===== config.mk =====
export PLATFORM = sky130hd
export DESIGN_NAME = modbus_rtu_master_framer
export DESIGN_NICKNAME = d
export VERILOG_FILES = /design/src/mbrm_pkg.sv /design/src/modbus_rtu_master_framer.sv
export SDC_FILE = /design/constraint.sdc
export NUM_CORES = 1
export LEC_CHECK = 0
export BUFFER_PORTS_ARGS = -buffer_cell sky130_fd_sc_hd__buf_2
export CAP_MARGIN = 10
export CORE_MARGIN = 3
export CORE_UTILIZATION = 40
export CTS_CLUSTER_DIAMETER = 60
export DETAILED_ROUTE_END_ITERATION = 8
export GPL_TIMING_DRIVEN = 0
export SLEW_MARGIN = 20
export SYNTH_ARGS = -nofsm -noshare
export SYNTH_HDL_FRONTEND = slang
export SYNTH_SLANG_ARGS = --single-unit

===== constraint.sdc =====
create_clock -name clk -period 8.72 [get_ports clk]
set_clock_uncertainty 0.15 [all_clocks]
set_input_delay 1.308 -clock clk [delete_from_list [all_inputs] [get_ports clk]]
set_output_delay 1.308 -clock clk [all_outputs]
set_load 0.02 [all_outputs]

===== src/mbrm_pkg.sv =====
// ----------------------------------------------------------------------------
// mbrm_pkg: shared types and constants for the modbus rtu master framer
// operation codes, frame constants and the byte-wise crc16 update
// ----------------------------------------------------------------------------
`default_nettype none

package mbrm_pkg;

  // operation carried in the input tuser
  typedef enum logic [1:0] {
    OP_READ  = 2'd0,
    OP_WRITE = 2'd1,
    OP_RX    = 2'd2
  } op_t;

  // result kind carried in the output tuser
  localparam logic KIND_FRAME = 1'b0;
  localparam logic KIND_READ  = 1'b1;

  localparam logic [15:0] CRC_INIT      = 16'hFFFF;
  localparam logic [15:0] CRC_POLY      = 16'hA001;
  localparam logic [7:0]  FC_READ_HOLD  = 8'h03;
  localparam logic [7:0]  FC_WRITE_ONE  = 8'h06;
  localparam logic [15:0] READ_QUANTITY = 16'h0001;
  localparam int          RX_MIN_LEN    = 7;
  localparam int          RX_FRAME_MAX_DEF = 32;

  // byte count of one request frame
  localparam int          REQ_LEN       = 8;

  // one byte into a reflected crc16, lsb first
  function automatic logic [15:0] crc16_feed(input logic [15:0] crc_in,
                                             input logic [7:0]  data);
    logic [15:0] c;
    c = crc_in ^ {8'h00, data};
    for (int k = 0; k < 8; k++) begin
      if (c[0]) begin
        c = (c >> 1) ^ CRC_POLY;
      end else begin
        c = c >> 1;
      end
    end
    return c;
  endfunction

endpackage

`default_nettype wire


===== src/modbus_rtu_master_framer.sv =====
// ----------------------------------------------------------------------------
// modbus_rtu_master_framer: modbus rtu request framer and response checker
// builds read/write request frames with crc16 and checks response frames
// ----------------------------------------------------------------------------
// usage
//   s_* channel: one beat per command. tuser is the operation (read request,
//   write request, received response byte), tlast marks the last response
//   byte. a read or write request gives eight frame beats on m_*, one per
//   cycle unless stalled, crc low byte then high byte last with tlast. a response
//   byte gives nothing, except the one marked tlast, which gives one read
//   outcome beat (tuser set) carrying ok and the register value.
//   flow: a beat waits in the input register. a response byte puts its read
//   outcome from there straight into the output register; a request first
//   loads the emit sequencer, which then puts its frame bytes into the output
//   register one byte per cycle while the output is free; the next request
//   is loaded during the last emit step. each response byte is one byte-wide
//   crc update step.
//   stall: the output register holds its beat until m_tready; the input
//   register still takes one beat while the output waits.
//   reset: rst is synchronous; it empties both registers, stops any frame
//   in progress and returns the response checker to its cleared state.
// ----------------------------------------------------------------------------
`default_nettype none

module modbus_rtu_master_framer
  import mbrm_pkg::*;
#(
  parameter int RX_FRAME_MAX = RX_FRAME_MAX_DEF
) (
  input  wire logic        clk,
  input  wire logic        rst,
  // command input
  input  wire logic        s_tvalid,
  output logic             s_tready,
  input  wire logic [47:0] s_tdata,  // slave_address, reg_address, write_value, rx_byte
  input  wire logic [1:0]  s_tuser,  // operation
  input  wire logic        s_tlast,  // rx_end
  // result output
  output logic             m_tvalid,
  input  wire logic        m_tready,
  output logic [31:0]      m_tdata,  // frame_byte, read_ok, read_value, zero pad
  output logic             m_tuser,  // result_kind
  output logic             m_tlast   // frame_last
);

  localparam int CW = $clog2(RX_FRAME_MAX + 1);

  // input register
  logic        in_valid;
  logic [1:0]  in_op;
  logic [7:0]  in_slave;
  logic [15:0] in_addr;
  logic [15:0] in_wval;
  logic [7:0]  in_rxb;
  logic        in_end;

  // request emit sequencer
  logic        tx_busy;
  logic [2:0]  tx_idx;
  logic [7:0]  tx_slave;
  logic [7:0]  tx_fc;
  logic [15:0] tx_addr;
  logic [15:0] tx_word;
  logic [15:0] tx_crc;

  // response checker
  logic [CW-1:0] rx_count;
  logic [15:0]   rx_crc;
  logic [15:0]   held_bytes;
  logic [15:0]   captured_value;

  logic [CW-1:0] rx_count_next;
  logic [15:0]   rx_crc_next;
  logic [15:0]   held_bytes_next;
  logic [15:0]   captured_value_next;
  logic          rx_ok;

  logic        out_free;
  logic        tx_step;
  logic        tx_last_step;
  logic        in_take;
  logic        take_req;
  logic        take_rx;
  logic        rx_emit;
  logic [7:0]  tx_byte;

  // output register may load when empty or being drained
  assign out_free     = !m_tvalid || m_tready;
  assign tx_step      = tx_busy && out_free;
  assign tx_last_step = tx_step && (tx_idx == 3'(REQ_LEN - 1));

  // requests only need the sequencer; response bytes also need the output
  always_comb begin
    unique case (in_op)
      OP_READ, OP_WRITE: in_take = in_valid && (!tx_busy || tx_last_step);
      OP_RX:             in_take = in_valid && !tx_busy && out_free;
      default:           in_take = in_valid;
    endcase
  end

  assign take_req = in_take && ((in_op == OP_READ) || (in_op == OP_WRITE));
  assign take_rx  = in_take && (in_op == OP_RX);
  assign rx_emit  = take_rx && in_end;
  assign s_tready = !in_valid || in_take;

  always_ff @(posedge clk) begin
    if (rst) begin
      in_valid <= 1'b0;
    end else if (s_tready) begin
      in_valid <= s_tvalid;
    end
  end

  always_ff @(posedge clk) begin
    if (s_tready) begin
      in_op    <= s_tuser;
      in_slave <= s_tdata[7:0];
      in_addr  <= s_tdata[23:8];
      in_wval  <= s_tdata[39:24];
      in_rxb   <= s_tdata[47:40];
      in_end   <= s_tlast;
    end
  end

  // byte being emitted this step
  always_comb begin
    unique case (tx_idx)
      3'd0:    tx_byte = tx_slave;
      3'd1:    tx_byte = tx_fc;
      3'd2:    tx_byte = tx_addr[15:8];
      3'd3:    tx_byte = tx_addr[7:0];
      3'd4:    tx_byte = tx_word[15:8];
      3'd5:    tx_byte = tx_word[7:0];
      3'd6:    tx_byte = tx_crc[7:0];
      default: tx_byte = tx_crc[15:8];
    endcase
  end

  always_ff @(posedge clk) begin
    if (rst) begin
      tx_busy <= 1'b0;
      tx_idx  <= '0;
    end else if (take_req) begin
      tx_busy <= 1'b1;
      tx_idx  <= '0;
    end else if (tx_step) begin
      tx_busy <= !tx_last_step;
      tx_idx  <= tx_idx + 3'd1;
    end
  end

  always_ff @(posedge clk) begin
    if (take_req) begin
      tx_slave <= in_slave;
      tx_addr  <= in_addr;
      tx_crc   <= CRC_INIT;
      if (in_op == OP_READ) begin
        tx_fc   <= FC_READ_HOLD;
        tx_word <= READ_QUANTITY;
      end else begin
        tx_fc   <= FC_WRITE_ONE;
        tx_word <= in_wval;
      end
    end else if (tx_step && (tx_idx < 3'd6)) begin
      // crc covers the six header bytes as they go out
      tx_crc <= crc16_feed(tx_crc, tx_byte);
    end
  end

  // response byte update; the crc lags two bytes behind the stream
  always_comb begin
    rx_count_next       = rx_count;
    rx_crc_next         = rx_crc;
    held_bytes_next     = held_bytes;
    captured_value_next = captured_value;
    if (rx_count < CW'(RX_FRAME_MAX)) begin
      if (rx_count >= CW'(2)) begin
        rx_crc_next = crc16_feed(rx_crc, held_bytes[15:8]);
      end
      held_bytes_next = {held_bytes[7:0], in_rxb};
      if (rx_count == CW'(3)) begin
        captured_value_next = {in_rxb, captured_value[7:0]};
      end else if (rx_count == CW'(4)) begin
        captured_value_next = {captured_value[15:8], in_rxb};
      end
      rx_count_next = rx_count + CW'(1);
    end
  end

  // trailing two bytes must equal the crc of everything before them
  assign rx_ok = (rx_count_next >= CW'(RX_MIN_LEN)) &&
                 (held_bytes_next[15:8] == rx_crc_next[7:0]) &&
                 (held_bytes_next[7:0] == rx_crc_next[15:8]);

  always_ff @(posedge clk) begin
    if (rst || take_req || rx_emit) begin
      rx_count       <= '0;
      rx_crc         <= CRC_INIT;
      held_bytes     <= '0;
      captured_value <= '0;
    end else if (take_rx) begin
      rx_count       <= rx_count_next;
      rx_crc         <= rx_crc_next;
      held_bytes     <= held_bytes_next;
      captured_value <= captured_value_next;
    end
  end

  // output register
  always_ff @(posedge clk) begin
    if (rst) begin
      m_tvalid <= 1'b0;
    end else if (out_free) begin
      m_tvalid <= tx_step || rx_emit;
    end
  end

  always_ff @(posedge clk) begin
    if (tx_step) begin
      m_tuser <= KIND_FRAME;
      m_tlast <= (tx_idx == 3'(REQ_LEN - 1));
      m_tdata <= {7'd0, 16'd0, 1'b0, tx_byte};
    end else if (rx_emit) begin
      m_tuser <= KIND_READ;
      m_tlast <= 1'b0;
      m_tdata <= {7'd0, (rx_ok ? captured_value_next : 16'd0), rx_ok, 8'd0};
    end
  end

`ifndef SYNTH
  // a response byte never enters while a request frame is going out
  a_rx_not_during_tx: assert property (@(posedge clk) disable iff (rst)
    take_rx |-> !tx_busy)
    else $error("response byte taken during request emit");

  // after the last emit step the sequencer is idle or restarted at byte 0
  a_tx_wrap: assert property (@(posedge clk) disable iff (rst)
    (tx_last_step && !take_req) |=> !tx_busy)
    else $error("sequencer still busy after last frame byte");

  // receive count never passes the frame maximum
  a_rx_count_bound: assert property (@(posedge clk) disable iff (rst)
    rx_count <= CW'(RX_FRAME_MAX))
    else $error("receive count over frame maximum");

  // a read outcome carries no frame byte and no last flag
  a_outcome_fields: assert property (@(posedge clk) disable iff (rst)
    (m_tvalid && (m_tuser == KIND_READ)) |-> (!m_tlast && (m_tdata[7:0] == 8'd0)))
    else $error("read outcome with frame byte fields set");

  // a failed outcome reports a zero value
  a_fail_zero: assert property (@(posedge clk) disable iff (rst)
    (m_tvalid && (m_tuser == KIND_READ) && !m_tdata[8]) |-> (m_tdata[24:9] == 16'd0))
    else $error("failed outcome with nonzero value");
`endif

endmodule

`default_nettype wire

==> flow_summary.ini <==
[status]
outcome = complete, no violations

[sta]
min_period_over_period_pct = 57.6
final-setup-viol-count = 0
drv_slew = 0
tns_ns = 0
worstMarginPinSlew_ns = 0.921
hold_viol = 0
relSlewSlack_pct = 38.1
max_freq_mhz = 199
min_period_ns = 5.02
rsz0062_at_grt = no

[worst_hold_path]
hp-start = in_slave[6]$_DFFE_PP_
holdPathStages = 0
hold_path_class = reg2reg
holdPathEnd = tx_slave[6]$_DFFE_PP_

[critical_path]
critPathArrivalTime_ns = 3.56
start_kind = input pin
r2r-end = tx_crc[0]$_SDFFE_PP1P_
r2r.worst_path.cells = 12
reg2reg_slack_ns = 4.43
critPathKind = in2out
cp_data_required_time_ns = 7.26
cp-end-kind = output port
rr_startpoint = tx_idx[2]$_SDFFE_PP0P_
path_max_fanout = 12

[routing]
wirelength_um = 18000
wl_per_cell_um = 16.2
wl_met3_um = 931
final_antenna_net_count = 0
num_vias = 5508
highest_layer = met4
first_pass_iters = 5
wl_met2_um = 7730
drcViolationCount = 0
vias_per_cell = 4.95
wl_met1_um = 9000
initialDrtViolationCount = 286

[layout]
fin_area_um2 = 9750
layout-drive-gt1-share_pct = 18.0
antennaDiodeCount = 0
fill_cells = 1880
syn2layout_area_growth_pct = 16.7
final_core_util_pct = 47.9
finalNetCount = 894

[die]
die_h_um = 151
die_area_um2 = 22700
die_width_um = 151
ioPinCount = 91
core_area_um2 = 20400
start_util_pct = 41.0
rows = 52

[flow_run]
cap_violations = 0

[synthesis]
synthFlopType = edfxtp_1
ys_warn_count = 0
synth-edff-count = 102
async_flop_share_pct = 0
synth.ff_latch_count = 196
syn_inst = 718
synth_area_um2 = 8360
ys_types = 55
syn_avg_cell_area_um2 = 11.6
yosysSeqAreaShare_pct = 59.2

[cts]
cts.path.max_buffers = 2
path_clk_slew_ns = 0.07
clock_sinks = 196
postCtsHoldBufs = 0
h-tree-depth = 4
cts-root-buf = clkbuf_16
cts_resized = 0
cts_buffers = 17
post-cts-setup-buffers = 0
clkLatencyLatePin_ns = 0.43
cts_tree = done

[grt]
grt_max_degree = 28
grtUsageTotal_pct = 16.5
grt_pass1_vias = 5457
grt.overflow.total = 0
grt_pass1_wl_um = 29100
grt_antenna_before_repair = 0

[place]
port_buffers = 82
gp_congestion = 0.856
place_area_um2 = 9200
dpl.hpwl_um = 13000

[power]
leakagePower_uw = 0.00369
p_total_uw = 2220
max-vdd-ir-drop_v = 0.000147
power_density_nw_per_um2 = 228
per-layer routing:
metal / vias to the layer above / GRT usage (%)
li1: 2788 / -
met1: 2563 / 24.4
met2: 133 / 23.8
met3: 24 / 3.91
met4: 0 / 5.49
met5: - / 0
layout by cell type, fill, tap and decap left out, types with 4 or more instances in the layout:
cell,instances
mux2_2,6
o211ai_1,18
a21oi_1,43
o21ai_0,42
dfxtp_1,94
clkbuf_1,29
edfxtp_1,102
buf_2,87
nand2_1,85
inv_1,10
nor3_1,5
buf_4,7
xor2_1,19
inv_8,4
mux2i_1,60
or3_1,4
nand4_1,7
buf_6,4
inv_6,4
ha_1,9
conb_1,7
nand3b_1,5
xnor2_1,35
clkbuf_16,17
nand3_1,17
a22oi_1,5
nor2_1,39
nor2b_1,16
a222oi_1,5
flip-flops by register name, summed over array words and instances (netlist names):
register        count
captured_value     16
held_bytes         16
in_addr            16
in_end              1
in_op               2
in_rxb              8
in_slave            8
in_valid            1
in_wval            16
m_tdata            25
m_tlast             1
m_tuser             1
m_tvalid            1
rx_count            6
rx_crc             16
tx_addr            16
tx_busy             1
tx_crc             16
tx_fc               2
tx_idx              3
tx_slave            8
tx_word            16
stage by stage:
stage / cells / setup WS [ns] / hold WS (ns)
after global routing: 1113 / 3.48 / 0.278
after CTS: 1113 / 3.67 / 0.271
final: 1113 / 3.70 / 0.270
after global placement: 1076 / 1.74 / 0.252
after floorplan: 724 / 3.72 / 0.250
after detailed placement: 1081 / 3.66 / 0.255
worst max-delay path, stage by stage:
cell,delay [ns]
buf_2,0.13
nor2b_1,0.26
or4_1,0.19
clkbuf_1,0.39
nand4_1,0.71
buf_8,0.40
buf_2,0.17
cell families (layout without fill, tap and decap cells):
logic type / Yosys count / after routing / synth area share [%]
multiplexers: 66 / 66 / 8.00
AND/OR/NAND/NOR: 197 / 197 / 11.1
adder cells (fa/ha/maj): 9 / 9 / 1.35
other: 1 / 7 / 0.0449
buffers and inverters: 55 / 174 / 3.04
XOR/XNOR: 61 / 61 / 7.47
flip-flops: 196 / 196 / 59.2
AO/OA/AOI/OAI: 133 / 133 / 9.79
synthesized netlist by cell type, types with 2 or more instances:
| master | n | area share [%] |
|---|---|---|
| a22o_1 | 2 | 0.21 |
| nor3_1 | 5 | 0.30 |
| a221oi_1 | 2 | 0.21 |
| a22oi_1 | 5 | 0.45 |
| or2_2 | 2 | 0.15 |
| buf_2 | 5 | 0.30 |
| edfxtp_1 | 102 | 37 |
| buf_4 | 7 | 0.63 |
| xnor2_1 | 35 | 3.7 |
| buf_1 | 3 | 0.13 |
| mux2i_1 | 60 | 7.2 |
| mux2_2 | 6 | 0.81 |
| nand4_1 | 7 | 0.52 |
| o21ai_1 | 2 | 0.12 |
| xor2_1 | 19 | 2.0 |
| o211ai_1 | 18 | 1.6 |
| a21oi_1 | 43 | 2.6 |
| nand2_1 | 85 | 3.8 |
| buf_6 | 2 | 0.27 |
| inv_1 | 11 | 0.49 |
| clkbuf_1 | 27 | 1.2 |
| o22ai_1 | 3 | 0.22 |
| xor3_1 | 3 | 0.85 |
| nor2b_1 | 16 | 1.2 |
| nand2b_1 | 2 | 0.15 |
| o31ai_1 | 2 | 0.18 |
| ha_1 | 9 | 1.3 |
| and2_1 | 3 | 0.22 |
| a221o_2 | 2 | 0.27 |
| dfxtp_1 | 94 | 23 |
| nor4_2 | 2 | 0.30 |
| or3_1 | 4 | 0.30 |
| a222oi_1 | 5 | 0.60 |
| o21ai_0 | 42 | 2.5 |
| nand3_1 | 17 | 1.0 |
| nor2_1 | 39 | 1.8 |
| nand3b_1 | 5 | 0.45 |
| xor2_2 | 2 | 0.39 |
| nor4_1 | 2 | 0.15 |
| o22ai_2 | 2 | 0.30 |
| and3_1 | 2 | 0.15 |
layout make-up:
cell class              instances  area (um^2)  share of cell area, %
repair buffers                 87          483                   4.95
multi-input cells             473         3190                   32.7
plain buffers                  44          213                   2.18
flip-flops and latches        196         4940                   50.7
clock inverters                13          114                   1.17
inverters                      11         41.3                  0.423
clock buffers                  19          433                   4.44
well taps                     270          338                   3.46
how the worst max path moves through the flow:
stage               startpoint  slack [ns]       end
CTS                   m_tready        3.67  s_tready
floorplan             m_tready        3.72  s_tready
finish                m_tready        3.70  s_tready
detailed placement    m_tready        3.66  s_tready
global route          m_tready        3.48  s_tready
global placement      m_tready        1.74  s_tready
report_power, final:
group          total, uW  switching (uW)  internal [uW]
sequential          1100            53.3           1050
combinational        388             202            187
clock                733             357            376
Note: power is estimated with default switching activity, not from simulation.
